$ cat config.mk
export PLATFORM = sky130hd
export DESIGN_NAME = adsr_echo_envelope
export DESIGN_NICKNAME = d
export VERILOG_FILES = /design/src/hdl/adsr_pkg.sv /design/src/hdl/adsr_echo_envelope.sv /design/src/hdl/adsr_front.sv /design/src/hdl/adsr_queue.sv /design/src/hdl/adsr_back.sv
export SDC_FILE = /design/constraint.sdc
export NUM_CORES = 1
export LEC_CHECK = 0
export BUFFER_PORTS_ARGS = -buffer_cell sky130_fd_sc_hd__clkbuf_2
export CAP_MARGIN = 20
export CORE_AREA = 4 4 275 277
export CTS_BUF_LIST = sky130_fd_sc_hd__clkbuf_8
export DETAILED_ROUTE_END_ITERATION = 6
export DIE_AREA = 0 0 279 281
export RECOVER_POWER = 25
export SETUP_SLACK_MARGIN = 0.5
export SYNTH_ARGS = -nofsm -noshare
export SYNTH_HDL_FRONTEND = slang
export SYNTH_SLANG_ARGS = --single-unit
export TNS_END_PERCENT = 1
$ cat constraint.sdc
create_clock -name clock -period 9.8 [get_ports clock]
set_input_delay 1.96 -clock clock [delete_from_list [all_inputs] [get_ports clock]]
set_output_delay 1.96 -clock clock [all_outputs]
set_load 0.1 [all_outputs]
$ cat src/hdl/adsr_pkg.sv
// Shared types and constants for the envelope generator.
`timescale 1ns / 1ps

package adsr_pkg;

   localparam int NUM_CHANNELS = 16;
   localparam int CH_IDX_W     = (NUM_CHANNELS > 1) ? $clog2(NUM_CHANNELS) : 1;
   localparam int QUEUE_DEPTH  = 2;
   localparam int QPTR_W       = $clog2(QUEUE_DEPTH);
   localparam int QCNT_W       = $clog2(QUEUE_DEPTH + 1);

   // channel status bits: 1:0 envelope, 2 echo, 3 stop, 4 start
   localparam logic [4:0] STS_ENV     = 5'h03;
   localparam logic [4:0] STS_ATTACK  = 5'h03;
   localparam logic [4:0] STS_DECAY   = 5'h02;
   localparam logic [4:0] STS_SUSTAIN = 5'h01;
   localparam logic [4:0] STS_ECHO    = 5'h04;
   localparam logic [4:0] STS_STOP    = 5'h08;
   localparam logic [4:0] STS_START   = 5'h10;

   localparam logic [2:0] PH_IDLE    = 3'd0;
   localparam logic [2:0] PH_ATTACK  = 3'd1;
   localparam logic [2:0] PH_DECAY   = 3'd2;
   localparam logic [2:0] PH_SUSTAIN = 3'd3;
   localparam logic [2:0] PH_RELEASE = 3'd4;
   localparam logic [2:0] PH_ECHO    = 3'd5;

   typedef enum logic [1:0] {
      CMD_TICK = 2'd0,
      CMD_ON   = 2'd1,
      CMD_OFF  = 2'd2,
      CMD_NONE = 2'd3
   } cmd_type;

   typedef struct packed {
      logic [3:0] channel;
      cmd_type    cmd;
      logic       in_range;
      logic [7:0] attack_rate;
      logic [7:0] decay_factor;
      logic [7:0] sustain_level;
      logic [7:0] release_factor;
      logic [7:0] echo_level;
      logic [7:0] echo_frames;
      logic [7:0] right_volume;
      logic [7:0] left_volume;
   } item_type;

   typedef struct packed {
      logic full;
      logic empty;
   } queue_status_type;

endpackage

$ cat src/hdl/adsr_echo_envelope.sv
// Top level of the multi-channel envelope generator with echo tail.
// An accepted item waits in the queue, then passes the back end's step, scale, right and left states before its strobe.
// The back end finishes one item's step, scale, right, left sequence before it takes the next item from the queue.
// A two-item queue accepts while the back end works; busy is high only when it is full.
// Synchronous reset clears all channels, the queue and the strobe; master volume resets to 15.
// Results are never held off: each is shown for exactly one cycle.
`timescale 1ns / 1ps

module adsr_echo_envelope import adsr_pkg::*; (
   input  logic       clock,
   input  logic       reset,
   input  logic       start,
   output logic       busy,
   input  logic [3:0] req_channel,
   input  logic [1:0] req_command,
   input  logic [7:0] req_attack_rate,
   input  logic [7:0] req_decay_factor,
   input  logic [7:0] req_sustain_level,
   input  logic [7:0] req_release_factor,
   input  logic [7:0] req_echo_level,
   input  logic [7:0] req_echo_frames,
   input  logic [7:0] req_right_volume,
   input  logic [7:0] req_left_volume,
   input  logic       csr_write_enable,
   input  logic [3:0] csr_write_data,
   output logic       rsp_strobe,
   output logic [3:0] rsp_out_channel,
   output logic       rsp_active,
   output logic [2:0] rsp_phase,
   output logic [7:0] rsp_level,
   output logic [7:0] rsp_right_level,
   output logic [7:0] rsp_left_level
);

   queue_status_type q_status;
   item_type         push_item;
   item_type         head_item;
   logic             push;
   logic             pop;

   adsr_front u_front (
      .start              (start),
      .busy               (busy),
      .req_channel        (req_channel),
      .req_command        (req_command),
      .req_attack_rate    (req_attack_rate),
      .req_decay_factor   (req_decay_factor),
      .req_sustain_level  (req_sustain_level),
      .req_release_factor (req_release_factor),
      .req_echo_level     (req_echo_level),
      .req_echo_frames    (req_echo_frames),
      .req_right_volume   (req_right_volume),
      .req_left_volume    (req_left_volume),
      .q_status           (q_status),
      .push               (push),
      .push_item          (push_item)
   );

   adsr_queue u_queue (
      .clock     (clock),
      .reset     (reset),
      .push      (push),
      .push_item (push_item),
      .pop       (pop),
      .head_item (head_item),
      .status    (q_status)
   );

   adsr_back u_back (
      .clock            (clock),
      .reset            (reset),
      .csr_write_enable (csr_write_enable),
      .csr_write_data   (csr_write_data),
      .q_status         (q_status),
      .head_item        (head_item),
      .pop              (pop),
      .rsp_strobe       (rsp_strobe),
      .rsp_out_channel  (rsp_out_channel),
      .rsp_active       (rsp_active),
      .rsp_phase        (rsp_phase),
      .rsp_level        (rsp_level),
      .rsp_right_level  (rsp_right_level),
      .rsp_left_level   (rsp_left_level)
   );

   a_strobe_gap: assert property (@(posedge clock) disable iff (reset)
      rsp_strobe |=> !rsp_strobe)
      else $error("result strobe on consecutive cycles");

   a_inactive_silent: assert property (@(posedge clock) disable iff (reset)
      (rsp_strobe && !rsp_active) |-> (rsp_right_level == 8'd0 && rsp_left_level == 8'd0))
      else $error("inactive channel reported nonzero stereo level");

   a_reset_quiet: assert property (@(posedge clock)
      reset |=> !rsp_strobe)
      else $error("result strobe right after reset");

   a_busy_queue: assert property (@(posedge clock) disable iff (reset)
      busy |-> !q_status.empty)
      else $error("busy with an empty queue");

endmodule

$ cat src/hdl/adsr_front.sv
// Front end: takes items, classifies command and channel range, pushes to the queue.
`timescale 1ns / 1ps

module adsr_front import adsr_pkg::*; (
   input  logic             start,
   output logic             busy,
   input  logic [3:0]       req_channel,
   input  logic [1:0]       req_command,
   input  logic [7:0]       req_attack_rate,
   input  logic [7:0]       req_decay_factor,
   input  logic [7:0]       req_sustain_level,
   input  logic [7:0]       req_release_factor,
   input  logic [7:0]       req_echo_level,
   input  logic [7:0]       req_echo_frames,
   input  logic [7:0]       req_right_volume,
   input  logic [7:0]       req_left_volume,
   input  queue_status_type q_status,
   output logic             push,
   output item_type         push_item
);

   logic in_range;

   assign in_range = ({1'b0, req_channel} < 5'(NUM_CHANNELS));
   assign busy     = q_status.full;
   assign push     = start && !q_status.full;

   always_comb begin
      push_item.channel        = req_channel;
      push_item.in_range       = in_range;
      push_item.cmd            = in_range ? cmd_type'(req_command) : CMD_NONE;
      push_item.attack_rate    = req_attack_rate;
      push_item.decay_factor   = req_decay_factor;
      push_item.sustain_level  = req_sustain_level;
      push_item.release_factor = req_release_factor;
      push_item.echo_level     = req_echo_level;
      push_item.echo_frames    = req_echo_frames;
      push_item.right_volume   = req_right_volume;
      push_item.left_volume    = req_left_volume;
   end

endmodule

$ cat src/hdl/adsr_queue.sv
// Short item queue between front and back end.
`timescale 1ns / 1ps

module adsr_queue import adsr_pkg::*; (
   input  logic             clock,
   input  logic             reset,
   input  logic             push,
   input  item_type         push_item,
   input  logic             pop,
   output item_type         head_item,
   output queue_status_type status
);

   item_type            entries_ff [QUEUE_DEPTH];
   logic [QPTR_W-1:0]   wr_ptr_ff;
   logic [QPTR_W-1:0]   rd_ptr_ff;
   logic [QCNT_W-1:0]   count_ff;
   logic [QPTR_W-1:0]   wr_ptr_in;
   logic [QPTR_W-1:0]   rd_ptr_in;

   assign wr_ptr_in = (wr_ptr_ff == QPTR_W'(QUEUE_DEPTH - 1)) ? '0 : wr_ptr_ff + 1'b1;
   assign rd_ptr_in = (rd_ptr_ff == QPTR_W'(QUEUE_DEPTH - 1)) ? '0 : rd_ptr_ff + 1'b1;

   assign head_item    = entries_ff[rd_ptr_ff];
   assign status.full  = (count_ff == QCNT_W'(QUEUE_DEPTH));
   assign status.empty = (count_ff == '0);

   always_ff @(posedge clock) begin
      if (reset) begin
         wr_ptr_ff <= '0;
         rd_ptr_ff <= '0;
         count_ff  <= '0;
      end else begin
         if (push) begin
            entries_ff[wr_ptr_ff] <= push_item;
            wr_ptr_ff             <= wr_ptr_in;
         end
         if (pop) begin
            rd_ptr_ff <= rd_ptr_in;
         end
         if (push && !pop) begin
            count_ff <= count_ff + 1'b1;
         end else if (pop && !push) begin
            count_ff <= count_ff - 1'b1;
         end
      end
   end

endmodule

$ cat src/hdl/adsr_back.sv
// Back end: channel state, envelope step, master and pan scaling, result strobe.
`timescale 1ns / 1ps

module adsr_back import adsr_pkg::*; (
   input  logic             clock,
   input  logic             reset,
   input  logic             csr_write_enable,
   input  logic [3:0]       csr_write_data,
   input  queue_status_type q_status,
   input  item_type         head_item,
   output logic             pop,
   output logic             rsp_strobe,
   output logic [3:0]       rsp_out_channel,
   output logic             rsp_active,
   output logic [2:0]       rsp_phase,
   output logic [7:0]       rsp_level,
   output logic [7:0]       rsp_right_level,
   output logic [7:0]       rsp_left_level
);

   localparam logic [1:0] ENV_ATTACK = 2'd3;
   localparam logic [1:0] ENV_DECAY  = 2'd2;
   localparam logic [1:0] ENV_SUST   = 2'd1;
   localparam int         B_ECHO     = 2;
   localparam int         B_STOP     = 3;
   localparam int         B_START    = 4;

   typedef enum logic [2:0] {
      ST_IDLE,
      ST_STEP,
      ST_SCALE,
      ST_RIGHT,
      ST_LEFT
   } state_type;

   function automatic logic [2:0] phase_of(input logic [4:0] st);
      logic [2:0] ph;
      if (st == '0)            ph = PH_IDLE;
      else if (st[B_START])    ph = PH_ATTACK;
      else if (st[B_ECHO])     ph = PH_ECHO;
      else if (st[B_STOP])     ph = PH_RELEASE;
      else begin
         case (st[1:0])
            ENV_ATTACK: ph = PH_ATTACK;
            ENV_DECAY:  ph = PH_DECAY;
            ENV_SUST:   ph = PH_SUSTAIN;
            default:    ph = PH_IDLE;
         endcase
      end
      return ph;
   endfunction

   state_type           state_ff;
   logic                strobe_ff;
   logic [3:0]          master_ff;
   item_type            cur_ff;
   logic [4:0]          status_ff [NUM_CHANNELS];
   logic [7:0]          level_ff  [NUM_CHANNELS];
   logic [7:0]          count_ff  [NUM_CHANNELS];
   logic [3:0]          res_channel_ff;
   logic                res_active_ff;
   logic [2:0]          res_phase_ff;
   logic [7:0]          res_level_ff;
   logic [7:0]          scaled_ff;
   logic [7:0]          right_ff;
   logic [7:0]          left_ff;

   logic [CH_IDX_W-1:0] idx;
   logic [4:0]          st;
   logic [7:0]          env;
   logic [7:0]          cnt;
   logic [4:0]          st_a;
   logic [7:0]          base;
   logic [8:0]          sum;
   logic [7:0]          mult_b;
   logic [15:0]         prod;
   logic [7:0]          prod_hi;
   logic                to_echo;
   logic [4:0]          status_in;
   logic [7:0]          level_in;
   logic [7:0]          count_in;
   logic [4:0]          mvol;
   logic [12:0]         mprod;
   logic [15:0]         rprod;
   logic [15:0]         lprod;

   assign idx     = cur_ff.channel[CH_IDX_W-1:0];
   assign st      = status_ff[idx];
   assign env     = level_ff[idx];
   assign cnt     = count_ff[idx];
   assign st_a    = st[B_START] ? STS_ATTACK : st;
   assign base    = st[B_START] ? 8'd0 : env;
   assign sum     = {1'b0, base} + {1'b0, cur_ff.attack_rate};
   assign mult_b  = st[B_STOP] ? cur_ff.release_factor : cur_ff.decay_factor;
   assign prod    = env * mult_b;
   assign prod_hi = prod[15:8];

   // one envelope step, key-on or key-off update for the addressed channel
   always_comb begin
      status_in = st;
      level_in  = env;
      count_in  = cnt;
      to_echo   = 1'b0;
      unique case (cur_ff.cmd)
         CMD_TICK: begin
            if (st != '0) begin
               if (st[B_START] && st[B_STOP]) begin
                  status_in = '0;
               end else if (!st[B_START] && st[B_ECHO]) begin
                  count_in = cnt - 8'd1;
                  if (cnt <= 8'd1) status_in = '0;
               end else if (!st[B_START] && st[B_STOP]) begin
                  level_in = prod_hi;
                  to_echo  = (prod_hi <= cur_ff.echo_level);
               end else if (!st[B_START] && st[1:0] == ENV_DECAY) begin
                  level_in = prod_hi;
                  if (prod_hi <= cur_ff.sustain_level) begin
                     level_in = cur_ff.sustain_level;
                     if (cur_ff.sustain_level == 8'd0) to_echo = 1'b1;
                     else status_in = {st[4:2], ENV_SUST};
                  end
               end else if (st_a[1:0] == ENV_ATTACK) begin
                  status_in = st_a;
                  if (sum >= 9'h0FF) begin
                     level_in  = 8'hFF;
                     status_in = {st_a[4:2], ENV_DECAY};
                  end else begin
                     level_in = sum[7:0];
                  end
               end
               if (to_echo) begin
                  if (cur_ff.echo_level == 8'd0) begin
                     status_in = '0;
                     level_in  = env;
                  end else begin
                     level_in  = cur_ff.echo_level;
                     status_in = status_in | STS_ECHO;
                  end
               end
            end
         end
         CMD_ON: begin
            status_in = STS_START;
            count_in  = cur_ff.echo_frames;
         end
         CMD_OFF: begin
            if (st != '0) status_in = st | STS_STOP;
         end
         default: begin
         end
      endcase
   end

   assign mvol  = {1'b0, master_ff} + 5'd1;
   assign mprod = mvol * res_level_ff;
   assign rprod = cur_ff.right_volume * scaled_ff;
   assign lprod = cur_ff.left_volume * scaled_ff;

   assign pop = ((state_ff == ST_IDLE) || (state_ff == ST_LEFT)) && !q_status.empty;

   always_ff @(posedge clock) begin
      if (reset) begin
         state_ff  <= ST_IDLE;
         strobe_ff <= 1'b0;
         master_ff <= 4'hF;
         for (int i = 0; i < NUM_CHANNELS; i++) begin
            status_ff[i] <= '0;
            level_ff[i]  <= '0;
            count_ff[i]  <= '0;
         end
      end else begin
         strobe_ff <= 1'b0;
         if (csr_write_enable) master_ff <= csr_write_data;
         unique case (state_ff)
            ST_IDLE: begin
               if (!q_status.empty) begin
                  cur_ff   <= head_item;
                  state_ff <= ST_STEP;
               end
            end
            ST_STEP: begin
               if (cur_ff.in_range) begin
                  status_ff[idx] <= status_in;
                  level_ff[idx]  <= level_in;
                  count_ff[idx]  <= count_in;
               end
               res_channel_ff <= cur_ff.channel;
               res_active_ff  <= cur_ff.in_range && (status_in != '0);
               res_phase_ff   <= cur_ff.in_range ? phase_of(status_in) : PH_IDLE;
               res_level_ff   <= cur_ff.in_range ? level_in : 8'd0;
               state_ff       <= ST_SCALE;
            end
            ST_SCALE: begin
               scaled_ff <= res_active_ff ? mprod[11:4] : 8'd0;
               state_ff  <= ST_RIGHT;
            end
            ST_RIGHT: begin
               right_ff <= rprod[15:8];
               state_ff <= ST_LEFT;
            end
            ST_LEFT: begin
               left_ff   <= lprod[15:8];
               strobe_ff <= 1'b1;
               if (!q_status.empty) begin
                  cur_ff   <= head_item;
                  state_ff <= ST_STEP;
               end else begin
                  state_ff <= ST_IDLE;
               end
            end
            default: state_ff <= ST_IDLE;
         endcase
      end
   end

   // res_* hold through the strobe cycle; the next step overwrites them at its end
   assign rsp_strobe      = strobe_ff;
   assign rsp_out_channel = res_channel_ff;
   assign rsp_active      = res_active_ff;
   assign rsp_phase       = res_phase_ff;
   assign rsp_level       = res_level_ff;
   assign rsp_right_level = right_ff;
   assign rsp_left_level  = left_ff;

endmodule
==> flow_summary.yaml <==
setup_path:
  regToRegEndpoint: "u_back.rsp_phase[0]"
  crit_type: "register to register"
  timing.rr.start: "u_back.idx[1]"
  crit_path_max_incr_delay_ps: 450
  critPathArrivalTime_ps: 9490
  path_max_fanout: 26
  r2r_slack_ps: 900
  crit_top_cell: "buf_4"
  slowest_stage: "fa_1"
  cp-end-kind: "register"
  reg2reg_depth: 38
  start_kind: "register"
  cp_top_family: "adder cells"
  setup.worst_path.start: "u_back.idx[1]"
  required_ps: 10390
  crit_buf_inv: 7
yosys:
  synth_edf_count: 586
  synthFlopType: "edfxtp_1"
  syn_nets: 2829
  ys_seq_area_share_pct: 54.6
  synth_top_area_cell: "edfxtp_1"
  synth_cells: 2480
  yosysWarnings: 0
  synth-seq-cells: 598
  netlist_area_um2: 32700
  synthTopCellsByArea: "edfxtp_1, fa_1, ha_1"
  synthArstFlopShare_pct: 0
  yosysTopAreaCellShare_pct: 53.9
  synth_most_common_cell: "edfxtp_1"
  postSynthAreaPerCell_um2: 13.2
  synthDistinctLibCells: 100
  yosys-top-cells-count: "edfxtp_1, nor2_1, inv_1"
die:
  fp.dieW_um: 279
  io_pins: 112
  rows: 99
  core_um2: 72800
  initial_utilization_pct: 44.8
  die_h_um: 281
  dieArea_um2: 78400
clock_tree:
  h-tree-depth: 3
  cts_buffers: 100
  clock_path_buffers: 3
  cts.clk_slew.worst_paths_ps: 60
  root_buffer: "clkbuf_8"
  cts_tree: "yes"
  clock-sinks: 598
  clock_latency_ps: 750
  hold_buffers: 0
timing:
  fin_tns_setup_ps: 0
  hold_viol: 0
  tightest_slew_ps: 3470
  slew-limit-headroom_pct: -132
  slew_viol_final: 219
  grt_setup_unrepaired: "no"
  max_freq_mhz: 112
  period_share_pct: 90.8
  skew_ps: 48.4
  finalSetupViolCount: 0
  finalCriticalPeriod_ps: 8900
global_route:
  grt_pass1_vias: 21100
  grt_max_degree: 60
  gr-total-overflow: 0
  grt_pass1_wl_mm: 126
  gr-usage-all-layers_pct: 21.2
  antenna_found_initial: 4
layout:
  area.sequential_um2: 17800
  fin_nets: 3015
  multi_input_area_um2: 13400
  area_growth_pct: 11.9
  fill_cells: 6363
  drive_gt1_share_pct: 18.7
hold_path:
  holdCritPathClass: "register to register"
  hold_depth: 1
  hold_end: "u_back.state_ff[1]"
  hp-start: "u_back.state_ff[2]"
route:
  firstDrtPassIters: 6
  drc: 0
  drt-initial-drc-count: 2021
  wl_per_cell_um: 22.5
  routed_wl_mm: 83.4
  vias_per_cell: 5.49
  num_vias: 20400
  postRouteAntennaNets: 0
outcome:
  status: "finished with violations"
  violations: "max-capacitance violations, max-slew violations"
job:
  maxCapViolCount: 5
place:
  io_buffers: 111
  place_congestion: 0.864
  dp_hpwl_mm: 55.0
==> registers in the layout (all words and copies together), names as in the netlist, 8 cells and up <==
signal / flops
u_back.count_ff: 128
u_back.cur_ff: 66
u_back.level_ff: 128
u_back.rsp_left_level: 8
u_back.rsp_level: 8
u_back.rsp_right_level: 8
u_back.scaled_ff: 8
u_back.status_ff: 80
u_queue.entries_ff: 140
==> worst max-delay path by stage <==
stage / end / slack (ps) / cells past startpoint
2_1_floorplan: u_back.rsp_phase[1] / 540 / 39
3_3_place_gp: u_back.rsp_phase[0] / 730 / 38
3_5_place_dp: u_back.rsp_phase[0] / 530 / 39
4_1_cts: u_back.rsp_phase[0] / 600 / 37
5_1_grt: u_back.rsp_phase[0] / 480 / 41
6_report: u_back.rsp_phase[0] / 900 / 38
==> what timing repair did <==
| item | 4_1_cts | 5_1_grt |
|---|---|---|
| setup buffers | 0 | 13 |
| pin swaps | 0 | 1 |
| setup endpoints to repair | 1 | 145 |
| gates resized for setup | 1 | 14 |
| cloned | 0 | 1 |
==> final cells by class <==
cell class                      count  share of cell area [%]
Antenna cell                        3                  0.0205
Clock inverter                     84                    1.63
Tap cell                          959                    3.28
Sequential cell                   598                    48.8
Inverter                          199                    2.04
Multi-Input combinational cell   1551                    36.7
Clock buffer                      102                    3.84
Timing Repair Buffer              216                    3.69
==> cells in the final DEF (no fill, tap or decap), types with 9 or more instances in the layout <==
cell and instances:
mux4_1 9, o21a_1 13, buf_4 89, o21bai_1 13
nor2_1 418, xnor2_1 22, nor2_2 28, dfxtp_1 12
o21ai_0 20, mux2_2 70, xor2_1 18, a21o_1 14
and3_1 10, nor2b_1 19, nand3_1 17, inv_1 240
clkbuf_2 53, and2_1 105, fa_1 122, nand2_1 131
clkinv_1 19, mux4_2 80, nor4_1 9, clkbuf_8 102
mux2i_1 18, clkbuf_1 64, edfxtp_1 586, a21oi_1 53
ha_1 149, nand2b_1 28, nor3_1 24
==> worst reg2reg max path, delay by kind of cell, from the launching register on <==
family | cells | cell delay, ps
AO/OA/AOI/OAI | 9 | 1910
XOR/XNOR | 1 | 180
adder cells (fa/ha/maj) | 7 | 2420
buffers and inverters | 7 | 1410
flip-flops | 1 | 370
multiplexers | 2 | 660
AND/OR/NAND/NOR | 12 | 1840
==> cells by family after synthesis <==
kind of cell             after synthesis  synth area share, %
adder cells (fa/ha/maj)              271                 13.2
flip-flops                           598                 54.6
AO/OA/AOI/OAI                        208                 4.87
AND/OR/NAND/NOR                      841                 12.0
buffers and inverters                331                 4.55
multiplexers                         191                 9.68
XOR/XNOR                              40                 1.07
==> metrics by stage <==
step	cell area [um^2]	instances	hold slack [ps]	util, %	worst slack, ps
floorplan	32700	2480	421	-	540
global placement	34500	3507	443	47.3	734
detailed placement	34500	3507	453	47.3	526
CTS	36500	3693	465	50.1	604
global route	36500	3711	485	50.2	477
finish	36600	3712	466	50.2	902
==> per-layer routing <==
metal	up-vias	share of wire, %	GRT usage [%]
met4	4	2.3	5.61
met1	10300	41	28.4
met3	143	8.1	4.70
li1	9164	-	-
met5	-	0.031	0
met2	757	49	35.4
Power is left out: the tool's default activity adds up to more than one toggle a clock period on the data nets, which glitch-free logic cannot reach.
